File: config.mk
export PLATFORM = sky130hd
export DESIGN_NAME = ttb_ctrl
export DESIGN_NICKNAME = d
export VERILOG_FILES = /design/src/ttb_pkg.sv /design/src/ttb_ctrl.sv
export SDC_FILE = /design/constraint.sdc
export NUM_CORES = 1
export LEC_CHECK = 0
export BUFFER_PORTS_ARGS = -buffer_cell sky130_fd_sc_hd__buf_2
export CORE_AREA = 2 2 39 41
export CTS_CLUSTER_DIAMETER = 200
export DETAILED_ROUTE_END_ITERATION = 6
export DIE_AREA = 0 0 41 43
export PLACE_DENSITY = 0.74
export SYNTH_ARGS = -nofsm -noshare
export SYNTH_HDL_FRONTEND = slang
export SYNTH_SLANG_ARGS = --single-unit
File: constraint.sdc
create_clock -name clk_i -period 1.9 [get_ports clk_i]
set_clock_uncertainty 0.2 [all_clocks]
set_input_delay 0.19 -clock clk_i [delete_from_list [all_inputs] [get_ports clk_i]]
set_output_delay 0.19 -clock clk_i [all_outputs]
set_load 0.05 [all_outputs]
File: src/ttb_pkg.sv
// Shared types and constants for the text terminal tile buffer.
`default_nettype none
package ttb_pkg;

  typedef enum logic [3:0] {
    CMD_PUT       = 4'd0,
    CMD_LEFT      = 4'd1,
    CMD_RIGHT     = 4'd2,
    CMD_UP        = 4'd3,
    CMD_DOWN      = 4'd4,
    CMD_BKSP      = 4'd5,
    CMD_CLEAR     = 4'd6,
    CMD_TICK      = 4'd7,
    CMD_BLINK_ON  = 4'd8,
    CMD_BLINK_OFF = 4'd9,
    CMD_READ      = 4'd10
  } cmd_e;

  typedef enum logic [2:0] {
    REG_COLS_LOG2 = 3'd0,
    REG_ROWS_LOG2 = 3'd1,
    REG_CLR_FG    = 3'd2,
    REG_CLR_BG    = 3'd3,
    REG_WR_FG     = 3'd4,
    REG_WR_BG     = 3'd5,
    REG_BLINK_IVL = 3'd6
  } reg_e;

  typedef enum logic [3:0] {
    OP_NONE, OP_INIT, OP_LATCH, OP_EXEC, OP_SCR_RD, OP_SCR_WR, OP_BLK,
    OP_BS_RD, OP_BS_WR, OP_BS_FILL, OP_CLR, OP_TGL, OP_SAVE, OP_READ
  } op_e;

  typedef enum logic [2:0] {
    NX_DONE, NX_SCROLL, NX_BKSP, NX_CLEAR, NX_TOGGLE, NX_SAVE, NX_READ
  } nxt_e;

  typedef enum logic [3:0] {
    S_INIT, S_IDLE, S_EXEC, S_SCR, S_SCR_RD, S_SCR_WR, S_BLK, S_BS,
    S_BS_RD, S_BS_WR, S_BS_FILL, S_CLR, S_TGL, S_SAVE, S_READ, S_DONE
  } state_e;

  typedef struct packed {
    op_e  op;
    logic load_out;
  } dp_cmd_t;

  typedef struct packed {
    nxt_e nxt;
    logic scr_more;
    logic bs_more;
    logic in_range;
    logic init_last;
  } dp_stat_t;

  localparam logic [7:0] BLANK         = 8'd32;
  localparam logic [7:0] SYM_CR        = 8'd13;
  localparam logic [7:0] SYM_LF        = 8'd10;
  localparam logic [7:0] BLINK_BIT     = 8'h80;
  localparam logic [7:0] BLINK_IVL_RST = 8'd20;
  localparam logic [2:0] COLS_LOG2_RST = 3'd6;
  localparam logic [2:0] ROWS_LOG2_RST = 3'd5;

endpackage
`default_nettype wire

File: src/ttb_ctrl.sv
// Command sequencer for the tile buffer.
`default_nettype none
module ttb_ctrl (
  input  wire logic              clk_i,
  input  wire logic              rst_ni,
  input  wire logic              in_valid_i,
  output logic                   in_ready_o,
  output logic                   out_valid_o,
  input  wire logic              out_ready_i,
  input  wire ttb_pkg::dp_stat_t stat_i,
  output ttb_pkg::dp_cmd_t       cmd_o
);
  import ttb_pkg::*;

  state_e state_q, state_d;
  logic   out_valid_q, out_valid_d;
  logic   load;

  assign load        = (state_q == S_DONE) && (!out_valid_q || out_ready_i);
  assign in_ready_o  = (state_q == S_IDLE);
  assign out_valid_o = out_valid_q;
  assign out_valid_d = (out_valid_q && !out_ready_i) || load;

  always_comb begin
    state_d = state_q;
    case (state_q)
      S_INIT:    if (stat_i.init_last) state_d = S_IDLE;
      S_IDLE:    if (in_valid_i) state_d = S_EXEC;
      S_EXEC: begin
        case (stat_i.nxt)
          NX_SCROLL: state_d = S_SCR;
          NX_BKSP:   state_d = S_BS;
          NX_CLEAR:  state_d = S_CLR;
          NX_TOGGLE: state_d = S_TGL;
          NX_SAVE:   state_d = S_SAVE;
          NX_READ:   state_d = S_READ;
          default:   state_d = S_DONE;
        endcase
      end
      S_SCR:     state_d = stat_i.scr_more ? S_SCR_RD : S_BLK;
      S_SCR_RD:  state_d = S_SCR_WR;
      S_SCR_WR:  state_d = S_SCR;
      S_BLK:     if (!stat_i.in_range) state_d = S_DONE;
      S_BS:      state_d = stat_i.bs_more ? S_BS_RD : S_BS_FILL;
      S_BS_RD:   state_d = S_BS_WR;
      S_BS_WR:   state_d = S_BS;
      S_BS_FILL: state_d = S_DONE;
      S_CLR:     if (!stat_i.in_range) state_d = S_DONE;
      S_TGL:     state_d = S_DONE;
      S_SAVE:    state_d = S_DONE;
      S_READ:    state_d = S_DONE;
      S_DONE:    if (load) state_d = S_IDLE;
      default:   state_d = S_IDLE;
    endcase
  end

  always_comb begin
    cmd_o.load_out = load;
    case (state_q)
      S_INIT:    cmd_o.op = OP_INIT;
      S_IDLE:    cmd_o.op = in_valid_i ? OP_LATCH : OP_NONE;
      S_EXEC:    cmd_o.op = OP_EXEC;
      S_SCR_RD:  cmd_o.op = OP_SCR_RD;
      S_SCR_WR:  cmd_o.op = OP_SCR_WR;
      S_BLK:     cmd_o.op = OP_BLK;
      S_BS_RD:   cmd_o.op = OP_BS_RD;
      S_BS_WR:   cmd_o.op = OP_BS_WR;
      S_BS_FILL: cmd_o.op = OP_BS_FILL;
      S_CLR:     cmd_o.op = OP_CLR;
      S_TGL:     cmd_o.op = OP_TGL;
      S_SAVE:    cmd_o.op = OP_SAVE;
      S_READ:    cmd_o.op = OP_READ;
      default:   cmd_o.op = OP_NONE;
    endcase
  end

  always_ff @(posedge clk_i or negedge rst_ni) begin
    if (!rst_ni) begin
      state_q     <= S_INIT;
      out_valid_q <= 1'b0;
    end else begin
      state_q     <= state_d;
      out_valid_q <= out_valid_d;
    end
  end

  a_accept_exec: assert property (@(posedge clk_i) disable iff (!rst_ni)
    (in_valid_i && in_ready_o) |=> (state_q == S_EXEC))
    else $error("accepted transfer did not start execution");
  a_load_valid: assert property (@(posedge clk_i) disable iff (!rst_ni)
    load |=> out_valid_q)
    else $error("loaded result not presented");
  a_done_hold: assert property (@(posedge clk_i) disable iff (!rst_ni)
    (state_q == S_DONE && !load) |=> (state_q == S_DONE))
    else $error("result dropped while output busy");
endmodule
`default_nettype wire

==> summary.txt <==
Status
  – Status: finished, final reports clean

Global routing
  – Grt met1 use: 27.0%
  – Vias in the first global route: 600
  – Initial antenna violation count: 0
  – Gr ovfl total: 0
  – GRT busiest layer: met2
  – Met2 Usage GRT: 29.7%
  – Largest net degree at the start of global routing: 16
  – GRT Total Usage: 20.5%
  – Global-route wire length before repair: 2450 um
  – Met3 Use GR: 4.71%

Floorplan
  – Num ports: 18
  – Chip Height: 43 um
  – Starting density of the core: 41.0%
  – Die area: 0.00176 mm^2
  – Die W: 41 um
  – Rows: 14
  – Core ar.: 0.00138 mm^2

Synthesis
  – Yosys warns: 0
  – FF+latch count, synth: 5
  – Main flop type after synthesis: dfrtp_1
  – Post-synth EDFFs: 0
  – Cell area after synthesis: 568 um^2
  – Syn nets: 87
  – Async set-or-reset flop fraction in the synthesized netlist: 100%
  – Distinct cells, synth: 37
  – Sequential area share after synthesis: 22.0%
  – Syn avg cell area: 7.47 um^2
  – Post-Synthesis Cells: 76

Timing
  – Crit share post-route: 97.0%
  – Fin. Hold Viols: 0
  – Slew Limit Fails: 0
  – Fmax: 0.542 GHz
  – Final WS setup: 56.4 ps
  – Final setup fails: 0
  – Smallest hold slack: 84.1 ps
  – Period minus WS final: 1840 ps
  – Worst slew pin tran: 296 ps
  – Final TNS setup: 0 ps
  – Slew headroom: 80.3%

Routing
  – Via density: 5.63
  – Initial DRC Count: 16
  – Vias: 659
  – DRC: 0
  – DR WL/cell: 12.7 um
  – Pre-antenna DRT Iters: 4
  – Antenna viol nets, final: 0
  – WL final: 1480 um

Layout
  – Layout cells sized above 1: 40.6%
  – Post-layout util: 58.0%
  – N_diodes: 0
  – Area Overhead vs Synth: 41.2%
  – Fill count: 137
  – Reg area: 129 um^2
  – Nets: 113
  – Multi-input logic area: 393 um^2

Setup path
  – Critical path class: reg2out
  – Crit path max-delay family: flip-flops
  – Setup crit end kind: output port
  – Critical Path RT: 1510 ps
  – CP max stage delay: 420 ps
  – Slowest-stage cell, CP: dfrtp_2
  – Critical path cell sequence: buf_4 > nor2_2 > a31oi_1 > o21ai_2 > buf_6
  – Buf/Inv on CP: 2
  – Worst Setup Start Kind: flip-flop
  – Critical-path maximum fanout: 7
  – CP arrival: 1450 ps

Clock network
  – Clk slew on worst S/H paths: 40 ps
  – CTS H-tree lvls: 1
  – Clk sinks: 5
  – Clock latency on the worst-skew pair: 240 ps
  – Clk buf depth: 2
  – Root buf cell: clkbuf_4
  – Number of CTS-inserted buffers: 3
  – CTS tree: done

Placed design
  – Final RePlAce weighted congestion: 0.893
  – PortBufs: 17
  – Pre-CTS WS: 72.5 ps
  – Final HPWL DP: 1110 um

Min path
  – Worst min path class: in2async

Flow run
  – Max-cap viol count: 0
-- registers in the layout, indices dropped and copies added (netlist names) --
signal and count:
state_q 4, out_valid_o 1
-- area by class of cell --
type                            count  share of cell area (%)
Inverter                            7                    3.74
Timing Repair Buffer               29                    25.4
Sequential cell                     5                    16.1
Clock buffer                        4                    3.28
Tap cell                           16                    2.50
Multi-Input combinational cell     56                    49.0
-- synthesized netlist by cell type (all sizes together), types with 2 or more instances --
cell type	number	area share [%]
buf	8	9.0
nor2b	3	3.3
a21oi	6	5.3
inv	7	4.6
a211oi	3	4.8
nor2	6	4.0
xnor2	2	3.1
nor3	2	1.8
nand2	4	2.6
dfrtp	5	22
o21ai	7	6.2
-- cell families (layout without fill, tap and decap cells) --
| family | Yosys count | after routing | synth area share [%] |
|---|---|---|---|
| buffers and inverters | 15 | 40 | 13.7 |
| AO/OA/AOI/OAI | 29 | 29 | 36.3 |
| flip-flops | 5 | 5 | 22.0 |
| XOR/XNOR | 3 | 3 | 4.63 |
| AND/OR/NAND/NOR | 24 | 24 | 23.4 |
-- path summary, 6_finish.rpt --
| path | from | to | slack [ps] | depth (start not counted) |
|---|---|---|---|---|
| setup / recovery | state_q[2] | cmd_o[2] | 60 | 5 |
| hold / removal | rst_ni | state_q[3] | 80 | 2 |
| setup reg to reg | state_q[2] | state_q[1] | 110 | 5 |
| hold reg to reg | out_valid_o | out_valid_o | 410 | 2 |
| max in group asynchronous | rst_ni | state_q[2] | 1280 | 2 |
| min in group clk_i | stat_i[6] | state_q[0] | 130 | 4 |
-- metrics by stage --
stage               instance area (um^2)  std cells
floorplan                            589         76
global placement                     703        109
detailed placement                   703        109
CTS                                  771        115
global route                         802        117
finish                               802        117
-- routing by layer --
metal,part of all wire [%],up-vias
met2,50,23
met3,4.1,3
met4,1.1,0
li1,-,328
met5,0,-
met1,45,305
-- layout by cell type (no fill, tap or decap), drive strengths merged, types with 2 or more instances in the layout --
cell type and n:
nor2 6, dfrtp 5, clkbuf 5, dlygate4sd3 2, inv 6, nor3 2
a21oi 6, xnor2 2, nand2 4, nor2b 3, buf 26, a211oi 3
o21ai 7
-- worst reg2reg max path: cells and delay by family, from the launching register on --
family / cells / cell delay, ps
compound gates: 3 / 810
buf+inv: 1 / 150
flops: 1 / 420
simple gates: 1 / 100
-- repair_timing --
item                                    4_1_cts  5_1_grt
setup buffers                                 0        2
endpoints found under the setup margin        4        7
gates resized for setup                       8        6
hold buffers                                  2        0
pin swaps                                     0        1
cloned                                        0        0
endpoints found under the hold margin         6        0
Power is not shown: default switching activity piles up to over one toggle a cycle in this logic, so the estimate is an artifact.
